--- src/lpht_pkg.sv ---
// Shared types, constants and codes for the linear-probe hash table.
package lpht_pkg;

    localparam int TABLE_SLOTS_DEF = 26;
    localparam int KEY_CHARS_DEF   = 8;

    localparam int KEY_W    = 64;
    localparam int VALUE_W  = 34;
    localparam int STATUS_W = 2;
    localparam int SLOT_W   = 5;

    localparam logic OP_SEARCH = 1'b0;
    localparam logic OP_INSERT = 1'b1;

    localparam logic [STATUS_W-1:0] ST_OK        = 2'd0;
    localparam logic [STATUS_W-1:0] ST_NOT_FOUND = 2'd1;
    localparam logic [STATUS_W-1:0] ST_DUPLICATE = 2'd2;
    localparam logic [STATUS_W-1:0] ST_FULL      = 2'd3;

    typedef struct packed {
        logic               opcode;
        logic [KEY_W-1:0]   key;
        logic [VALUE_W-1:0] entry_value;
    } req_t;

    typedef struct packed {
        logic [STATUS_W-1:0] status;
        logic [SLOT_W-1:0]   slot_index;
        logic [VALUE_W-1:0]  found_value;
    } rsp_t;

    typedef enum logic [1:0] {
        S_IDLE,
        S_SCAN,
        S_FINISH
    } state_t;

    typedef struct packed {
        logic load;
        logic scan;
        logic commit;
    } cmd_t;

    typedef struct packed {
        logic hit;
        logic done;
    } sts_t;

endpackage

--- src/lpht_dp.sv ---
// Datapath: key and value memories, valid bits, probe pointer and result register.
module lpht_dp #(
    parameter int TABLE_SLOTS = lpht_pkg::TABLE_SLOTS_DEF,
    parameter int KEY_CHARS   = lpht_pkg::KEY_CHARS_DEF
) (
    input  logic          clk,
    input  logic          rst_n,
    input  lpht_pkg::req_t req,
    input  lpht_pkg::cmd_t cmd,
    output lpht_pkg::sts_t sts,
    output lpht_pkg::rsp_t rsp
);

    localparam int IDX_W = $clog2(TABLE_SLOTS);
    localparam int CNT_W = $clog2(TABLE_SLOTS + 1);
    localparam logic [lpht_pkg::KEY_W-1:0] KEY_MASK =
        (KEY_CHARS >= 8) ? {lpht_pkg::KEY_W{1'b1}}
                         : ((64'd1 << (8 * KEY_CHARS)) - 64'd1);
    localparam logic [IDX_W-1:0] LAST_SLOT = IDX_W'(TABLE_SLOTS - 1);
    localparam logic [CNT_W-1:0] SLOT_COUNT = CNT_W'(TABLE_SLOTS);

    logic [lpht_pkg::KEY_W-1:0]   key_mem [TABLE_SLOTS];
    logic [lpht_pkg::VALUE_W-1:0] val_mem [TABLE_SLOTS];
    logic [TABLE_SLOTS-1:0]       used_reg;

    logic [IDX_W-1:0] home_tab [256];

    logic                         op_reg;
    logic [lpht_pkg::KEY_W-1:0]   key_reg;
    logic [lpht_pkg::VALUE_W-1:0] val_reg;
    logic [IDX_W-1:0]             ptr_reg;
    logic [CNT_W-1:0]             issue_cnt_reg;
    logic [CNT_W-1:0]             cmp_cnt_reg;
    logic                         stage_vld_reg;
    logic                         stage_used_reg;
    logic [IDX_W-1:0]             stage_addr_reg;
    logic [lpht_pkg::KEY_W-1:0]   rd_key_reg;
    logic [lpht_pkg::VALUE_W-1:0] rd_val_reg;
    logic                         hit_reg;
    logic [IDX_W-1:0]             hit_slot_reg;
    logic [lpht_pkg::VALUE_W-1:0] hit_val_reg;
    logic                         free_found_reg;
    logic [IDX_W-1:0]             free_slot_reg;
    lpht_pkg::rsp_t               rsp_reg;
    lpht_pkg::rsp_t               rsp_next;

    logic issue;
    logic match;
    logic do_write;
    logic [IDX_W-1:0] ptr_adv;

    // Home slot of every possible first character, fixed at elaboration.
    for (genvar g = 0; g < 256; g++) begin : g_home
        assign home_tab[g] = IDX_W'(g % TABLE_SLOTS);
    end

    assign issue    = cmd.scan && (issue_cnt_reg < SLOT_COUNT);
    assign match    = stage_vld_reg && stage_used_reg && (rd_key_reg == key_reg);
    assign ptr_adv  = (ptr_reg == LAST_SLOT) ? '0 : ptr_reg + 1'b1;
    assign do_write = cmd.commit && (op_reg == lpht_pkg::OP_INSERT) && !hit_reg
                      && free_found_reg;

    assign sts.hit  = match;
    assign sts.done = (cmp_cnt_reg == SLOT_COUNT);

    // Payload registers, memories and read data.
    always_ff @(posedge clk)
    begin
        if (cmd.load)
        begin
            op_reg  <= req.opcode;
            key_reg <= req.key & KEY_MASK;
            val_reg <= req.entry_value;
        end
        if (issue)
        begin
            rd_key_reg     <= key_mem[ptr_reg];
            rd_val_reg     <= val_mem[ptr_reg];
            stage_addr_reg <= ptr_reg;
            stage_used_reg <= used_reg[ptr_reg];
        end
        if (do_write)
        begin
            key_mem[free_slot_reg] <= key_reg;
            val_mem[free_slot_reg] <= val_reg;
        end
        if (match && !hit_reg)
        begin
            hit_slot_reg <= stage_addr_reg;
            hit_val_reg  <= rd_val_reg;
        end
        if (issue && !used_reg[ptr_reg] && !free_found_reg)
        begin
            free_slot_reg <= ptr_reg;
        end
        if (cmd.commit)
        begin
            rsp_reg <= rsp_next;
        end
    end

    // Probe control state.
    always_ff @(posedge clk or negedge rst_n)
    begin
        if (!rst_n)
        begin
            used_reg       <= '0;
            ptr_reg        <= '0;
            issue_cnt_reg  <= '0;
            cmp_cnt_reg    <= '0;
            stage_vld_reg  <= 1'b0;
            hit_reg        <= 1'b0;
            free_found_reg <= 1'b0;
        end
        else if (cmd.load)
        begin
            ptr_reg        <= home_tab[req.key[7:0]];
            issue_cnt_reg  <= '0;
            cmp_cnt_reg    <= '0;
            stage_vld_reg  <= 1'b0;
            hit_reg        <= 1'b0;
            free_found_reg <= 1'b0;
        end
        else
        begin
            if (cmd.scan)
            begin
                stage_vld_reg <= issue;
                if (stage_vld_reg)
                begin
                    cmp_cnt_reg <= cmp_cnt_reg + 1'b1;
                end
                if (match)
                begin
                    hit_reg <= 1'b1;
                end
            end
            if (issue)
            begin
                ptr_reg       <= ptr_adv;
                issue_cnt_reg <= issue_cnt_reg + 1'b1;
                if (!used_reg[ptr_reg])
                begin
                    free_found_reg <= 1'b1;
                end
            end
            if (do_write)
            begin
                used_reg[free_slot_reg] <= 1'b1;
            end
        end
    end

    // Result of the finished probe.
    always_comb
    begin
        rsp_next.status      = lpht_pkg::ST_NOT_FOUND;
        rsp_next.slot_index  = '0;
        rsp_next.found_value = '0;
        if (hit_reg)
        begin
            rsp_next.status      = (op_reg == lpht_pkg::OP_INSERT) ? lpht_pkg::ST_DUPLICATE
                                                                   : lpht_pkg::ST_OK;
            rsp_next.slot_index  = lpht_pkg::SLOT_W'(hit_slot_reg);
            rsp_next.found_value = hit_val_reg;
        end
        else if (op_reg == lpht_pkg::OP_INSERT)
        begin
            if (free_found_reg)
            begin
                rsp_next.status     = lpht_pkg::ST_OK;
                rsp_next.slot_index = lpht_pkg::SLOT_W'(free_slot_reg);
            end
            else
            begin
                rsp_next.status = lpht_pkg::ST_FULL;
            end
        end
    end

    assign rsp = rsp_reg;

`ifndef SYNTH
    a_hit_in_used_slot: assert property (@(posedge clk) disable iff (!rst_n)
        hit_reg |-> used_reg[hit_slot_reg])
        else $error("hit recorded on an unused slot");

    a_cmp_behind_issue: assert property (@(posedge clk) disable iff (!rst_n)
        cmp_cnt_reg <= issue_cnt_reg)
        else $error("compare count ran ahead of issued reads");

    a_write_needs_free: assert property (@(posedge clk) disable iff (!rst_n)
        do_write |-> !used_reg[free_slot_reg])
        else $error("insert would overwrite a used slot");
`endif

endmodule

--- src/lpht_ctrl.sv ---
// Controller: sequences load, probe scan and result commit for one transaction.
module lpht_ctrl (
    input  logic           clk,
    input  logic           rst_n,
    input  logic           req_valid,
    output logic           req_stall,
    output logic           rsp_valid,
    input  logic           rsp_stall,
    input  lpht_pkg::sts_t sts,
    output lpht_pkg::cmd_t cmd
);

    lpht_pkg::state_t state_reg;
    lpht_pkg::state_t state_next;
    logic             rsp_valid_reg;
    logic             rsp_valid_next;
    logic             out_free;

    assign out_free = !rsp_valid_reg || !rsp_stall;

    always_comb
    begin
        state_next = state_reg;
        case (state_reg)
            lpht_pkg::S_IDLE:
            begin
                if (req_valid)
                begin
                    state_next = lpht_pkg::S_SCAN;
                end
            end
            lpht_pkg::S_SCAN:
            begin
                if (sts.hit || sts.done)
                begin
                    state_next = lpht_pkg::S_FINISH;
                end
            end
            lpht_pkg::S_FINISH:
            begin
                if (out_free)
                begin
                    state_next = lpht_pkg::S_IDLE;
                end
            end
            default:
            begin
                state_next = lpht_pkg::S_IDLE;
            end
        endcase
    end

    always_comb
    begin
        cmd.load       = 1'b0;
        cmd.scan       = 1'b0;
        cmd.commit     = 1'b0;
        req_stall      = 1'b1;
        rsp_valid_next = rsp_valid_reg && rsp_stall;
        case (state_reg)
            lpht_pkg::S_IDLE:
            begin
                req_stall = 1'b0;
                cmd.load  = req_valid;
            end
            lpht_pkg::S_SCAN:
            begin
                cmd.scan = 1'b1;
            end
            lpht_pkg::S_FINISH:
            begin
                if (out_free)
                begin
                    cmd.commit     = 1'b1;
                    rsp_valid_next = 1'b1;
                end
            end
            default:
            begin
                req_stall = 1'b1;
            end
        endcase
    end

    always_ff @(posedge clk or negedge rst_n)
    begin
        if (!rst_n)
        begin
            state_reg     <= lpht_pkg::S_IDLE;
            rsp_valid_reg <= 1'b0;
        end
        else
        begin
            state_reg     <= state_next;
            rsp_valid_reg <= rsp_valid_next;
        end
    end

    assign rsp_valid = rsp_valid_reg;

`ifndef SYNTH
    a_finish_delivers: assert property (@(posedge clk) disable iff (!rst_n)
        (state_reg == lpht_pkg::S_FINISH && out_free)
        |=> (state_reg == lpht_pkg::S_IDLE && rsp_valid_reg))
        else $error("finished transaction not delivered");

    a_scan_not_idle: assert property (@(posedge clk) disable iff (!rst_n)
        (state_reg == lpht_pkg::S_SCAN) |=> (state_reg != lpht_pkg::S_IDLE))
        else $error("scan returned to idle without a result");

    a_rsp_from_finish: assert property (@(posedge clk) disable iff (!rst_n)
        $rose(rsp_valid_reg) |-> ($past(state_reg) == lpht_pkg::S_FINISH))
        else $error("result raised outside the finish step");
`endif

endmodule

--- src/linear_probe_hash_table_core.sv ---
// Top level of the linear-probe hash table: controller plus datapath.
// A hit ends the probe as soon as it is found; a miss or a fresh insert reads all slots
// before it answers, and the answer waits while the output register is stalled.
// Throughput: one transaction at a time; the next is taken in idle once the result
// is registered. The probe reads one slot per cycle over the key and value memories.
// Reset empties every slot.
module linear_probe_hash_table_core #(
    parameter int TABLE_SLOTS = lpht_pkg::TABLE_SLOTS_DEF,
    parameter int KEY_CHARS   = lpht_pkg::KEY_CHARS_DEF
) (
    input  logic           clk,
    input  logic           rst_n,
    input  logic           req_valid,
    output logic           req_stall,
    input  lpht_pkg::req_t req,
    output logic           rsp_valid,
    input  logic           rsp_stall,
    output lpht_pkg::rsp_t rsp
);

    // Command and status between the controller and the datapath.
    lpht_pkg::cmd_t cmd;
    lpht_pkg::sts_t sts;

    // The controller takes a request only in idle, walks the probe sequence,
    // and commits the result once the output register is free to take it.
    lpht_ctrl u_ctrl (
        .clk       (clk),
        .rst_n     (rst_n),
        .req_valid (req_valid),
        .req_stall (req_stall),
        .rsp_valid (rsp_valid),
        .rsp_stall (rsp_stall),
        .sts       (sts),
        .cmd       (cmd)
    );

    // The datapath reads one slot per cycle starting at the home slot,
    // compares the read key in the next cycle, tracks the first free slot on the way,
    // and writes the new entry on commit of a successful insert.
    lpht_dp #(
        .TABLE_SLOTS (TABLE_SLOTS),
        .KEY_CHARS   (KEY_CHARS)
    ) u_dp (
        .clk   (clk),
        .rst_n (rst_n),
        .req   (req),
        .cmd   (cmd),
        .sts   (sts),
        .rsp   (rsp)
    );

endmodule

--- config.mk ---
export PLATFORM = sky130hd
export DESIGN_NAME = linear_probe_hash_table_core
export DESIGN_NICKNAME = d
export VERILOG_FILES = /design/src/lpht_pkg.sv /design/src/lpht_dp.sv /design/src/lpht_ctrl.sv /design/src/linear_probe_hash_table_core.sv
export SDC_FILE = /design/constraint.sdc
export NUM_CORES = 2
export LEC_CHECK = 0
export BUFFER_PORTS_ARGS = -buffer_cell sky130_fd_sc_hd__buf_4
export CAP_MARGIN = 5
export CORE_MARGIN = 4
export CORE_UTILIZATION = 56
export CTS_CLUSTER_SIZE = 20
export DETAILED_ROUTE_END_ITERATION = 7
export PLACE_DENSITY = 0.85
export SYNTH_ARGS = -nofsm -noshare
export SYNTH_HDL_FRONTEND = slang
export SYNTH_SLANG_ARGS = --single-unit
--- constraint.sdc ---
create_clock -name clk -period 11.4 [get_ports clk]
set_clock_uncertainty 0.1 [all_clocks]
set_input_delay 0.57 -clock clk [delete_from_list [all_inputs] [get_ports clk]]
set_output_delay 0.57 -clock clk [all_outputs]
set_load 0.02 [all_outputs]
# After elaboration in Yosys (flattened, before gate mapping)
# Memory sizes are Yosys's and may differ from the RTL's. A register that Yosys moved wholly into a read port is not among the register bits.
# Cells that the tools add are included.
[totals] register_bits=237 latch_bits=0 mem_bits_rw=2548 rom_bits=1280 in_bits=103 out_inout_bits=43 elab_cells=111 memories=3
[op_classes] add_sub_neg=3 multipliers=0 div_mod_pow=0 order_cmp=5 eq_ne=9 shifts=0 mux=40 n_bitwise=3 reduce_logical=28
[mem_list] name="u_dp.key_mem" words=26 word_bits=64 rd=1 rd_clocked_by_memory_dff=1 wr=1 line="lpht_dp.sv:22" rtl="logic [lpht_pkg::KEY_W-1:0] key_mem [TABLE_SLOTS];"
[mem_list] name="(name not given)" words=256 word_bits=5 rd=1 rd_clocked_by_memory_dff=0 wr=0 line="lpht_dp.sv:117" rtl="ptr_reg <= home_tab[req.key[7:0]];"
[mem_list] name="u_dp.val_mem" words=26 word_bits=34 rd=1 rd_clocked_by_memory_dff=1 wr=1 line="lpht_dp.sv:23" rtl="logic [lpht_pkg::VALUE_W-1:0] val_mem [TABLE_SLOTS];"
[op_table] cell="$eq A64 B64 Y1" count=1
[op_table] cell="$mux W5" count=11
[op_table] cell="$or A26 B26 Y26" count=1
[op_table] cell="$mux W1" count=19
[op_table] cell="$add A5 B1 Y5 const B" count=3
[op_table] cell="$mux W7" count=2
[op_table] cell="$lt A5 B6 Y1 const B" count=2
[op_table] cell="$logic_and A1 B1 Y1" count=11
[op_table] cell="$eq A5 B5 Y1 const B" count=2
[op_table] cell="$mux W2" count=5
[op_table] cell="$ge A9 B9 Y1 const B" count=1
[op_table] cell="$not A8 Y9" count=1
[op_table] cell="$reduce_and A2 Y1" count=4
[op_table] cell="$reduce_bool A2 Y1" count=4
[op_table] cell="$pmux W2 S3" count=1
[op_table] cell="$bmux W1 S5" count=1
[op_table] cell="$demux W1 S5" count=1
[op_table] cell="$ge A5 B1 Y1 const B" count=1
[op_table] cell="$logic_not A1 Y1" count=5
[op_table] cell="$lt A5 B5 Y1 const B" count=1
[op_table] cell="$ne A2 B1 Y1 const B" count=2
[op_table] cell="$ne A2 B2 Y1 const B" count=2
[op_table] cell="$reduce_and A3 Y1" count=1
[op_table] cell="$eq A2 B1 Y1 const B" count=1
[op_table] cell="other kinds (4)" count=5

# Logic depth before layout (Yosys ltp)
[depth] word_depth=9 mapped_depth=10 ltp_nobuf=8

# Cells and area by module
# Synthesis repeated with hierarchy kept, for this count alone.
[hier_totals] cells_unflattened=4911 hier_area_um2=110174.4
[by_module_without_submodules] mod="lpht_dp" instances=1 cells_each=4896 area_per_inst_um2=110023.0 seq_area_each_um2=86262.7
[by_module_without_submodules] mod="lpht_ctrl" instances=1 cells_each=15 area_per_inst_um2=151.4 seq_area_each_um2=75.1

# Worst setup path before layout
# No wires, ideal clock.
[synth_path] path_type="register to register" start="reg u_ctrl.state_reg[0]" end="reg u_dp.used_reg[2]" setup_ns=0.110 arrival_time_ns=11.085 t_required_ns=11.190 setup_slack_ns=0.105 path_stages_with_launch=7 path_buffers=0 period_less_slack_ns=11.295 path_cell_list="dfrtp_1 -> nand2b_1 -> a21oi_1 -> and2_1 -> nand3b_1 -> nor3b_1 -> or2_2"
[synth_lines] item="start: declaration" line="lpht_ctrl.sv:13" rtl="lpht_pkg::state_t state_reg;"
[synth_lines] item="start signal: assignment" line="lpht_ctrl.sv:89" rtl="state_reg <= lpht_pkg::S_IDLE;"
[synth_lines] item="start signal: assignment" line="lpht_ctrl.sv:94" rtl="state_reg <= state_next;"
[synth_lines] item="end signal: assignment" line="lpht_dp.sv:107" rtl="used_reg <= '0;"
[synth_lines] item="end signal: indexed assignment" line="lpht_dp.sv:149" rtl="used_reg[free_slot_reg] <= 1'b1;"
[synth_lines] item="end: declaration" line="lpht_dp.sv:24" rtl="logic [TABLE_SLOTS-1:0] used_reg;"

==> qor.yml <==
outcome:
  status: "finished, violations left"
  violations: "DRC"
grt:
  grt_overflow_total: 0
  grt_max_degree: 131
  grt_usage_pct: 30.4
  antenna_found_initial: 13
  grt_first_pass_wirelength_mm: 439
  grt_pass1_vias: 58600
critical_path:
  max_stage_delay_ns: 1.03
  worstSetupStartpointType: "register"
  cp-end-kind: "register"
  worstPathArrival_ns: 5.74
  critPathMaxFanout: 57
  critPathSlowestCell: "buf_4"
  worstPathRequired_ns: 11.79
  cp_cell_sequence: "nand2b_1, a21oi_4, buf_4, and2_1, nand3b_1, nor2_4, buf_4, buf_4"
  crit_type: "register to register"
  rrSetupSlack_ns: 6.05
  cp_common_cell: "buf_4"
drt:
  wire_per_inst_um: 38.0
  vias: 57400
  drt-total-wl_mm: 308
  drtIter0Drc: 10500
  viasPerCell: 7.09
  drt_first_pass_iters: 8
  route.detailed.drc: 2
  postRouteAntennaNets: 0
power:
  p_sw_mw: 8.42
  p_leak_nw: 39.9
  p_int_mw: 20.5
  seqPwrFrac_pct: 43.9
  switching_share_pct: 29.1
  p_per_area_mw_per_mm2: 233
  max-vdd-ir-drop_uv: 222
  power_frac_comb_pct: 23.7
  clkPwrFrac_pct: 32.4
synthesis:
  synth_fp_nets: 4962
  yosys.area.top_type: "edfxtp_1"
  ys.flop_type: "edfxtp_1"
  yosysUniqueCellTypes: 59
  synth_edf_count: 2836
  syn_area_sq_mm: 0.110
  synth_most_common_cell: "edfxtp_1"
  ys.warnings.count: 0
  synth_top_area_share_pct: 77.6
  synth_area_leaders: "edfxtp_1 78%, mux4_2 13%, mux2i_1 2.5%"
  synth_seq_cells: 2883
  synth_area_per_cell_sq_um: 22.6
  syn_inst: 4845
  synth_common_cells: "2836 x edfxtp_1, 611 x mux4_2, 275 x mux2i_1, 123 x clkbuf_1, 112 x nand2_1"
  seq_area_frac_synth_pct: 78.7
  async_reset_ff_share_pct: 1.63
floorplan:
  start_util_pct: 56.3
  fp.dieW_um: 451
  dieArea_sq_mm: 0.203
  die_h_um: 451
  fp.coreArea_sq_mm: 0.195
  rows: 162
  io_pins: 146
timing:
  fmax_mhz: 187
  min_period_over_period_pct: 46.9
  max_slew.worst_pin.slew_ns: 1.29
  tns_ns: 0
  report.final.slew_viol_count: 0
  hold_violations: 0
  period_needed_ns: 5.35
  rsz0062_at_grt: "no"
  slew_headroom_pct: 13.9
  setup_viol: 0
clock_network:
  post_cts_buffers: 0
  cts.htree.levels: 5
  clk_pin_slew_ns: 0.06
  cts_inserted_buffers: 293
  cts_buffer_depth: 4
  cts_root_buf: "clkbuf_16"
  cts_sinks: 2883
  insertion_delay_ns: 0.96
  cts_tree: "built"
  cts_resized: 0
final_layout:
  drive_gt1_share_pct: 26.4
  regMostFlops: "u_dp.key_mem"
  stdcell_area_sq_mm: 0.124
  areaGrowthSynthToFinish_pct: 13.3
  largest_reg_flops: 1664
  fin_nets: 5378
  top_regs: "u_dp.key_mem: 1664 flops, u_dp.val_mem: 884 flops"
place:
  gp_routability_congestion: 0.825
  post_dp_cell_area_sq_mm: 0.114
  dp.final_hpwl_mm: 138
  io_buffers: 145
flow_run:
  cap_violations: 0
worst_hold_path:
  hold_path_class: "primary input to asynchronous set/reset pin"
final cells by class:
type	instances	area [sq um]
Sequential cell	2883	86400
Fill cell	11400	70500
Multi-Input combinational cell	1683	22400
Clock buffer	362	7760
Tap cell	2624	3280
Timing Repair Buffer	375	3180
Clock inverter	141	1200
Inverter	25	104
Antenna cell	9	22.5
what timing repair did:
action / in CTS / in global routing
endpoints found under the hold margin: 151 / 0
endpoints found under the setup margin: 0 / 0
hold buffers: 101 / 0
cell families (layout without fill, tap and decap cells):
| kind of cell | count (synthesis) | in the layout | share of synthesized area, % |
|---|---|---|---|
| AND/OR/NAND/NOR | 343 | 343 | 1.58 |
| AO/OA/AOI/OAI | 294 | 294 | 2.00 |
| XOR/XNOR | 46 | 46 | 0.367 |
| flip-flops | 2883 | 2883 | 78.7 |
| adder cells (fa/ha/maj) | 14 | 14 | 0.160 |
| multiplexers | 986 | 986 | 16.1 |
| buffers and inverters | 279 | 903 | 1.11 |
| other | 0 | 9 | 0 |
placed cells by master (no fill, tap or decap), types with 11 or more instances in the layout:
master and instances:
edfxtp_1 2836, mux4_2 611, clkbuf_16 301, mux2i_1 275, buf_4 265, nand2_1 111
dlygate4sd3_1 101, mux2_2 100, o211ai_1 91, o221ai_1 85, clkbuf_1 61, clkinv_1 53
clkinv_2 46, xor2_1 41, dfrtp_1 41, and2_1 37, nor2b_1 35, a21oi_1 34
nor2_1 27, or2_2 27, nor2_4 24, o21ai_0 23, inv_1 22, a211oi_1 20
bufinv_16 19, nand2b_1 17, nand3_1 14, ha_1 14, nor4_1 11
path summary, 6_finish.rpt:
path / cells after the start / from / endpoint
worst min register to register: 0 / u_dp.rd_val_reg[22]$_DFFE_PP_ / u_dp.hit_val_reg[22]$_DFFE_PP_
min in group clk: 2 / req[0] / u_dp.val_reg[0]$_DFFE_PP_
worst max-delay path: 8 / u_ctrl.state_reg[0]$_DFFE_PN0P_ / u_dp.val_mem[6][28]$_DFFE_PP_
max in group asynchronous: 2 / rst_n / u_dp.ptr_reg[0]$_DFFE_PN0P_
worst min-delay path: 2 / rst_n / u_dp.issue_cnt_reg[2]$_DFFE_PN0P_
worst max register to register: 8 / u_ctrl.state_reg[0]$_DFFE_PN0P_ / u_dp.val_mem[6][28]$_DFFE_PP_
critical path: cells and delay by family, from the launching register on:
kind | cells | cell delay (ns)
flops | 1 | 0.40
buf+inv | 3 | 2.20
compound gates | 1 | 0.14
simple gates | 4 | 1.93
power groups by stage:
| stage | sequential [mW] | clock, mW | combinational, mW |
|---|---|---|---|
| floorplan | 12.6 | 0 | 4.86 |
| detailed placement | 12.8 | 0 | 6.42 |
| CTS | 12.6 | 9.36 | 6.79 |
| finish | 12.7 | 9.36 | 6.86 |
| global placement | 12.8 | 0 | 6.24 |
| global route | 12.7 | 9.90 | 7.13 |
layer usage:
layer  GRT usage, %  routed length (um)
met1           37.8               96500
met5              0                  49
met2           48.9              151000
met4           18.2               22700
met3           7.24               37600
metrics by stage:
step / utilization (%) / setup WS (ns) / total power, mW / hold slack (ns) / instances
global route: 63.8 / 5.99 / 29.7 / 0.153 / 8093
floorplan: - / 0.105 / 17.4 / 0.174 / 4845
global placement: 58.7 / 6.50 / 19.0 / 0.300 / 7489
CTS: 63.8 / 6.27 / 28.8 / 0.110 / 8093
detailed placement: 58.7 / 6.42 / 19.3 / 0.305 / 7489
finish: 63.8 / 6.05 / 28.9 / 0.133 / 8102
Note: power is estimated with default switching activity, not from simulation.
